## src/design/imuco_pkg.sv

```systemverilog
// Shared types, constants and the step program of the IMU orientation block.
// Used by the interfaces, datapath, CORDIC unit, controller, top level and checker.
package imuco_pkg;

	localparam int ADDR_W = 4;
	localparam int CV_W   = 54;
	localparam int CZ_W   = 34;

	localparam logic [16:0] ALPHA_RESET   = 17'd64225;
	localparam logic [16:0] ALPHA_ONE     = 17'd65536;
	localparam logic [23:0] MAX_IV_RESET  = 24'd100000;
	localparam logic [23:0] DFLT_IV_RESET = 24'd10000;
	localparam logic [29:0] GYRO_GAIN     = 30'd716770142;
	localparam logic [29:0] INV_GAIN      = 30'd652032874;

	typedef enum logic [1:0] {
		REG_BLEND_ALPHA      = 2'd0,
		REG_MAX_INTERVAL     = 2'd1,
		REG_DEFAULT_INTERVAL = 2'd2
	} reg_idx_t;

	typedef struct packed {
		logic [47:0]        timestamp_us;
		logic signed [15:0] accel_x;
		logic signed [15:0] accel_y;
		logic signed [15:0] accel_z;
		logic signed [23:0] rate_x;
		logic signed [23:0] rate_y;
		logic signed [23:0] rate_z;
	} imu_in_t;

	typedef struct packed {
		logic signed [31:0] roll_angle;
		logic signed [31:0] pitch_angle;
		logic signed [31:0] yaw_angle;
		logic signed [15:0] quat_x;
		logic signed [15:0] quat_y;
		logic signed [15:0] quat_z;
		logic signed [15:0] quat_w;
	} imu_out_t;

	typedef struct packed {
		logic [16:0] alpha;
		logic [23:0] max_iv;
		logic [23:0] dflt_iv;
	} cfg_t;

	typedef enum logic [4:0] {
		M_NONE, M_AYAY, M_AZAZ, M_RX_DT, M_RY_DT, M_RZ_DT, M_PH_G, M_PL_G,
		M_ALPHA_DR, M_ALPHA_DP, M_SR_CP, M_CR_SP, M_CR_CP, M_SR_SP,
		M_A1_CY, M_A2_SY, M_A2_CY, M_A1_SY, M_A3_SY, M_A4_CY, M_A3_CY, M_A4_SY
	} mul_sel_t;

	typedef enum logic [4:0] {
		W_NONE, W_SQ_SET, W_SQ_ADD, W_P, W_HI, W_INC_ROLL, W_INC_PITCH, W_INC_YAW,
		W_BL_ROLL, W_BL_PITCH, W_A1, W_A2, W_A3, W_A4,
		W_QX_SET, W_QX_SUB, W_QY_SET, W_QY_ADD, W_QZ_SET, W_QZ_SUB, W_QW_SET, W_QW_ADD
	} wb_sel_t;

	typedef enum logic [3:0] {
		X_NONE, X_DT, X_SQRT, X_ATAN_ROLL, X_ATAN_PITCH, X_SEED,
		X_SC_ROLL, X_SC_PITCH, X_SC_YAW, X_LOAD_OUT
	} xop_t;

	typedef struct packed {
		mul_sel_t msel;
		wb_sel_t  wsel;
		xop_t     xop;
	} prog_word_t;

	typedef struct packed {
		prog_word_t row;
		logic       fire;
		logic       capture;
	} cmd_t;

	typedef struct packed {
		logic acc_zero;
		logic unit_done;
	} stat_t;

	localparam int PC_W = 6;

	function automatic prog_word_t prog(input logic [PC_W-1:0] pc);
		prog_word_t w;
		w = '{M_NONE, W_NONE, X_NONE};
		case (pc)
			6'd0:  w = '{M_NONE, W_NONE, X_DT};
			6'd1:  w = '{M_AYAY, W_NONE, X_NONE};
			6'd2:  w = '{M_AZAZ, W_SQ_SET, X_NONE};
			6'd3:  w = '{M_NONE, W_SQ_ADD, X_NONE};
			6'd4:  w = '{M_NONE, W_NONE, X_SQRT};
			6'd5:  w = '{M_NONE, W_NONE, X_ATAN_ROLL};
			6'd6:  w = '{M_NONE, W_NONE, X_ATAN_PITCH};
			6'd7:  w = '{M_NONE, W_NONE, X_SEED};
			6'd8:  w = '{M_RX_DT, W_NONE, X_NONE};
			6'd9:  w = '{M_NONE, W_P, X_NONE};
			6'd10: w = '{M_PH_G, W_NONE, X_NONE};
			6'd11: w = '{M_PL_G, W_HI, X_NONE};
			6'd12: w = '{M_RY_DT, W_INC_ROLL, X_NONE};
			6'd13: w = '{M_NONE, W_P, X_NONE};
			6'd14: w = '{M_PH_G, W_NONE, X_NONE};
			6'd15: w = '{M_PL_G, W_HI, X_NONE};
			6'd16: w = '{M_RZ_DT, W_INC_PITCH, X_NONE};
			6'd17: w = '{M_NONE, W_P, X_NONE};
			6'd18: w = '{M_PH_G, W_NONE, X_NONE};
			6'd19: w = '{M_PL_G, W_HI, X_NONE};
			6'd20: w = '{M_NONE, W_INC_YAW, X_NONE};
			6'd21: w = '{M_ALPHA_DR, W_NONE, X_NONE};
			6'd22: w = '{M_ALPHA_DP, W_BL_ROLL, X_NONE};
			6'd23: w = '{M_NONE, W_BL_PITCH, X_NONE};
			6'd24: w = '{M_NONE, W_NONE, X_SC_ROLL};
			6'd25: w = '{M_NONE, W_NONE, X_SC_PITCH};
			6'd26: w = '{M_NONE, W_NONE, X_SC_YAW};
			6'd27: w = '{M_SR_CP, W_NONE, X_NONE};
			6'd28: w = '{M_CR_SP, W_A1, X_NONE};
			6'd29: w = '{M_CR_CP, W_A2, X_NONE};
			6'd30: w = '{M_SR_SP, W_A3, X_NONE};
			6'd31: w = '{M_A1_CY, W_A4, X_NONE};
			6'd32: w = '{M_A2_SY, W_QX_SET, X_NONE};
			6'd33: w = '{M_A2_CY, W_QX_SUB, X_NONE};
			6'd34: w = '{M_A1_SY, W_QY_SET, X_NONE};
			6'd35: w = '{M_A3_SY, W_QY_ADD, X_NONE};
			6'd36: w = '{M_A4_CY, W_QZ_SET, X_NONE};
			6'd37: w = '{M_A3_CY, W_QZ_SUB, X_NONE};
			6'd38: w = '{M_A4_SY, W_QW_SET, X_NONE};
			6'd39: w = '{M_NONE, W_QW_ADD, X_NONE};
			6'd40: w = '{M_NONE, W_NONE, X_LOAD_OUT};
			default: w = '{M_NONE, W_NONE, X_LOAD_OUT};
		endcase
		return w;
	endfunction

	function automatic logic [31:0] atan_entry(input logic [4:0] k);
		logic [31:0] a;
		a = '0;
		case (k)
			5'd0:  a = 32'd536870912;
			5'd1:  a = 32'd316933406;
			5'd2:  a = 32'd167458907;
			5'd3:  a = 32'd85004756;
			5'd4:  a = 32'd42667331;
			5'd5:  a = 32'd21354465;
			5'd6:  a = 32'd10679838;
			5'd7:  a = 32'd5340245;
			5'd8:  a = 32'd2670163;
			5'd9:  a = 32'd1335087;
			5'd10: a = 32'd667544;
			5'd11: a = 32'd333772;
			5'd12: a = 32'd166886;
			5'd13: a = 32'd83443;
			5'd14: a = 32'd41722;
			5'd15: a = 32'd20861;
			5'd16: a = 32'd10430;
			5'd17: a = 32'd5215;
			5'd18: a = 32'd2608;
			5'd19: a = 32'd1304;
			5'd20: a = 32'd652;
			5'd21: a = 32'd326;
			5'd22: a = 32'd163;
			5'd23: a = 32'd81;
			5'd24: a = 32'd41;
			5'd25: a = 32'd20;
			5'd26: a = 32'd10;
			5'd27: a = 32'd5;
			5'd28: a = 32'd3;
			5'd29: a = 32'd1;
			5'd30: a = 32'd1;
			default: a = 32'd0;
		endcase
		return a;
	endfunction

endpackage

```

## src/design/imuco_ctrl.sv

```systemverilog
// Controller: steps through the program, waits on the iterative units, owns the handshakes.
// Depends on imuco_pkg for the program and command types.
module imuco_ctrl (
	input  logic             clk,
	input  logic             arst_n,
	input  logic             in_valid,
	output logic             in_ready,
	output logic             out_valid,
	input  logic             out_ready,
	output imuco_pkg::cmd_t  cmd,
	input  imuco_pkg::stat_t status
);
	typedef enum logic [1:0] {S_IDLE, S_RUN, S_WAIT} state_t;

	state_t                     state_q;
	logic [imuco_pkg::PC_W-1:0] pc_q;
	logic                       out_valid_q;
	imuco_pkg::prog_word_t      row;
	logic                       fire;

	assign row = imuco_pkg::prog(pc_q);

	always_comb begin
		fire = 1'b0;
		if (state_q == S_RUN) begin
			case (row.xop) inside
				imuco_pkg::X_LOAD_OUT: fire = !out_valid_q;
				default:               fire = 1'b1;
			endcase
		end
	end

	assign cmd.row     = row;
	assign cmd.fire    = fire;
	assign cmd.capture = in_valid && (state_q == S_IDLE);
	assign in_ready    = (state_q == S_IDLE);
	assign out_valid   = out_valid_q;

	always_ff @(posedge clk or negedge arst_n) begin
		if (!arst_n) begin
			state_q     <= S_IDLE;
			pc_q        <= '0;
			out_valid_q <= 1'b0;
		end else begin
			if (out_valid_q && out_ready)
				out_valid_q <= 1'b0;
			unique case (state_q)
				S_IDLE: begin
					if (in_valid) begin
						state_q <= S_RUN;
						pc_q    <= '0;
					end
				end
				S_RUN: begin
					case (row.xop) inside
						imuco_pkg::X_SQRT, imuco_pkg::X_ATAN_ROLL, imuco_pkg::X_ATAN_PITCH,
						imuco_pkg::X_SC_ROLL, imuco_pkg::X_SC_PITCH, imuco_pkg::X_SC_YAW:
							state_q <= S_WAIT;
						imuco_pkg::X_DT: begin
							if (status.acc_zero)
								state_q <= S_IDLE;
							else
								pc_q <= pc_q + 1'b1;
						end
						imuco_pkg::X_LOAD_OUT: begin
							if (!out_valid_q) begin
								out_valid_q <= 1'b1;
								state_q     <= S_IDLE;
							end
						end
						default: pc_q <= pc_q + 1'b1;
					endcase
				end
				S_WAIT: begin
					if (status.unit_done) begin
						pc_q    <= pc_q + 1'b1;
						state_q <= S_RUN;
					end
				end
				default: state_q <= S_IDLE;
			endcase
		end
	end
endmodule

```

## config.mk

```make
export PLATFORM = sky130hd
export DESIGN_NAME = imuco_ctrl
export DESIGN_NICKNAME = d
export VERILOG_FILES = /design/src/design/imuco_pkg.sv /design/src/design/imuco_ctrl.sv
export SDC_FILE = /design/constraint.sdc
export NUM_CORES = 1
export LEC_CHECK = 0
export ABC_AREA = 1
export BUFFER_PORTS_ARGS = -buffer_cell sky130_fd_sc_hd__buf_2
export CAP_MARGIN = 15
export CORE_AREA = 2 2 61 63
export CTS_CLUSTER_SIZE = 16
export DETAILED_ROUTE_END_ITERATION = 8
export DIE_AREA = 0 0 63 65
export SLEW_MARGIN = 25
export SYNTH_ARGS = -nofsm -noshare
export SYNTH_HDL_FRONTEND = slang
export SYNTH_SLANG_ARGS = --single-unit
```

## constraint.sdc

```tcl
create_clock -name clk -period 1.75 [get_ports clk]
set_input_delay 0.0875 -clock clk [delete_from_list [all_inputs] [get_ports clk]]
set_output_delay 0.0875 -clock clk [all_outputs]
set_load 0.05 [all_outputs]
```

==> reports/results.tsv <==
stage	metric	value	unit
floorplanning	rows	22	
floorplanning	num_io_pins	24	
timing	setup_viol	18	
finish	multi_input_area	1280	um^2
setup_path	r2r-start	pc_q[2]	
setup_path	crit_type	reg2out	
grt	grt-ovfl-total	0	
routing	dr_total_vias	1661	
power_and_ir_drop	p_leak	1.13	nW
setup_path	worstReg2RegEnd	pc_q[3]	
timing	hold_viol_final	0	
clocking	clock_latency	0.26	ns
clocking	clock-sinks	9	
clocking	htreeDepth	1	
routing	wl	4370	um
floorplanning	die-width	63	um
synthesis	syn_nets	233	
clocking	cts_max_path_buffers	2	
synthesis	synth_xor_area_frac	0.0122	
clocking	clk_pin_slew_worst_paths	0.07	ns
setup_path	cp_data_arrival_time	1.83	ns
finish	n_antenna_cell	0	
job	drv_cap	0	
min_path	holdPathStages	2	
synthesis	synth_area	1430	um^2
finish	syn_to_final_growth	62.6	%
synthesis	ys_seq_area_frac	0.157	
placement	place_congestion	0.933	
synthesis	avgSynthCellArea	6.81	um^2
synthesis	synth_simple_gate_area_share	0.416	
synthesis	synth_edf_count	0	
synthesis	synth_compound_area_frac	0.158	
finish	seq_area	230	um^2
timing	fin_crit	1.92	ns
finish	finalNetCount	301	
grt	grt_usage	0.206	
grt	antenna_found_initial	0	
setup_path	crit_buf_inv	3	
finish	drive_gt1_frac	0.545	
setup_path	crit_path_end_kind	output port	
routing	drt-pass1-iter-count	4	
synthesis	yosys.cell_types.count	37	
power_and_ir_drop	ir_drop	0.891	mV
synthesis	synthAdderAreaFrac	0.149	
grt	grt_max_degree	12	
setup_path	cpLargestDelayFamily	buffers and inverters	
setup_path	reg2regPathDepth	12	
min_path	min_path_type	in2reg	
floorplanning	initial_core_util	0.409	
finish	fillers	291	
setup_path	max_stage_delay	0.42	ns
timing	fin_crit_sh	1.10	
placement	post-dp-hpwl	3090	um
min_path	min_from	out_ready	
floorplanning	die-height	65	um
floorplanning	die_area	4100	um^2
floorplanning	coreArea	3500	um^2
timing	slew_violations	0	
setup_path	ff2ff_setup_slack	-0.14	ns
clocking	cts_tree	yes	
synthesis	ys_ff_latch	9	
grt	grt_pass1_vias	1561	
power_and_ir_drop	finalPower	2.82	mW
synthesis	synth_cells	210	
clocking	root_buffer	clkbuf_4	
routing	drc	0	
setup_path	required	1.66	ns
synthesis	synth.area.mux_share	0	
routing	wire_per_inst	13.5	um
setup_path	cp_slowest_cell	dfrtp_1	
synthesis	yosys_warnings	0	
placement	port_buffers	23	
grt	grt_pass1_wl	6870	um
power_and_ir_drop	powerDensity	1210	nW/um^2
clocking	cts_buffers	3	
timing	slew_headroom	0.744	
routing	drtAntennaViolNets	0	
timing	skew	0.00185	ns
min_path	whs_endpoint	out_valid	
routing	viasPerCell	5.11	
setup_path	crit_path_cell_trace	buf_6 -> buf_6 -> ha_4 -> o211ai_1 -> nand2_1 -> nand2_1 -> nand3_2 -> buf_8	
setup_path	crit_fanout	4	
timing	rsz0062_at_grt	true	
synthesis	synthFlopType	dfrtp_1	
timing	fmax	520	MHz
setup_path	start_kind	flop	
outcome	status	complete, but fails checks	
outcome	violations	negative setup slack	
timing	layout_setup_ws	-0.172	ns
placement	pre_cts_slack	-0.172	ns
routing	drt-initial-drc-count	97	
timing	tightest_slew	0.384	ns
synthesis	synth_top_family_by_area	simple AND/OR/NAND/NOR gates	
synthesis	async_flop_share	1.00	
[cells in the final DEF, fill, tap and decap left out, drive strengths merged]
cell type / synthesis / final
or2: 2 / 2
buf: 5 / 66
o21ai: 14 / 14
o211ai: 1 / 1
a21oi: 5 / 5
nor2: 26 / 26
inv: 28 / 28
a22oi: 1 / 1
clkbuf: 1 / 5
dfrtp: 9 / 9
a21boi: 1 / 1
o22ai: 2 / 2
o2111ai: 1 / 1
o311ai: 2 / 2
nand3b: 1 / 1
nand4: 8 / 8
a22o: 1 / 1
clkinvlp: 0 / 1
clkinv: 1 / 1
nand3: 13 / 13
ha: 17 / 17
dlygate4sd3: 0 / 1
o221ai: 2 / 2
a32o: 1 / 1
nand2: 66 / 66
xor2: 2 / 2
[worst register-to-register path: cells and delay by family, from the launching register on]
family / cells / cell delay (ns)
simple gates: 7 / 0.65
flops: 1 / 0.48
compound gates: 2 / 0.30
buf+inv: 2 / 0.20
fa+ha+maj: 1 / 0.15
[per-stage QoR]
step	std cells	setup TNS (ns)	cell area, um^2	hold slack (ns)	utilization
final	325	-1.74	2330	0.0172	0.665
after detailed placement	310	-1.36	1840	-0.0474	0.526
after global placement	310	-0.947	1840	-0.0489	0.526
after CTS	319	-1.75	2150	0.00399	0.615
after global routing	325	-3.87	2330	0.00246	0.665
after floorplan	210	-1.79	1450	-0.208	-
[power by group]
part | switching [mW] | internal (mW)
clock network | 0.0804 | 0.0845
registers | 0.0497 | 0.249
logic | 1.37 | 0.990
[metal layers]
metal / up-vias / part of all wire / GRT usage
met3: 0 / 0.042 / 0.0208
met4: 0 / 0 / 0.0444
met1: 786 / 0.45 / 0.272
li1: 831 / - / -
met5: - / 0 / 0
met2: 44 / 0.51 / 0.362
[worst max-delay path by stage]
stage	start	end	slack, ns	cells past startpoint
2_1_floorplan	pc_q[0]	pc_q[0]	-0.18	11
3_3_place_gp	pc_q[1]	cmd[11]	-0.12	10
3_5_place_dp	pc_q[1]	cmd[11]	-0.17	10
4_1_cts	pc_q[1]	cmd[11]	-0.13	10
5_1_grt	pc_q[1]	cmd[12]	-0.26	8
6_report	pc_q[1]	cmd[12]	-0.17	8
[what timing repair did]
action                                  CTS  global route
hold buffers                              1             0
setup buffers                             4             6
endpoints found under the setup margin   23            24
pin swaps                                32            19
gates cloned                              0             0
resized for setup                        78            39
endpoints found under the hold margin     9             0
[cell usage after synthesis (2+ instances only)]
cell / instances / area (um^2)
nand2_1: 58 / 218
inv_1: 23 / 86.3
nor2_1: 22 / 82.6
ha_1: 17 / 213
o21ai_0: 13 / 65.1
dfrtp_1: 9 / 225
nand3_1: 7 / 35.0
nand4_1: 7 / 43.8
inv_2: 5 / 18.8
nand2_2: 5 / 31.3
nand3_2: 4 / 40.0
a21oi_1: 3 / 15.0
nand2_4: 3 / 33.8
a21oi_4: 2 / 32.5
buf_2: 2 / 10.0
buf_6: 2 / 22.5
nand3_4: 2 / 35.0
nor2_2: 2 / 12.5
nor2_4: 2 / 22.5
o221ai_1: 2 / 17.5
o22ai_1: 2 / 12.5
o311ai_0: 2 / 17.5
xor2_1: 2 / 17.5
[cell type report]
cell class,count,share of cell area
multi-input cells,166,0.550
inverters,29,0.0549
clock buffers,3,0.00968
repair buffers,69,0.259
clock inverters,1,0.00215
flip-flops and latches,9,0.0990
well taps,48,0.0258
[registers in the layout (all words and copies together), names as in the netlist]
signal / count
state_q: 2
pc_q: 6
out_valid: 1
[cell families after synthesis]
kind of cell	Yosys count
AOI/OAI and AO/OA	31
buffers and inverters	35
and+or+nand+nor	116
DFF	9
xor gates and xnor gates	2
adders and majority gates	17
No activity file was read; power rests on OpenSTA's default activity.
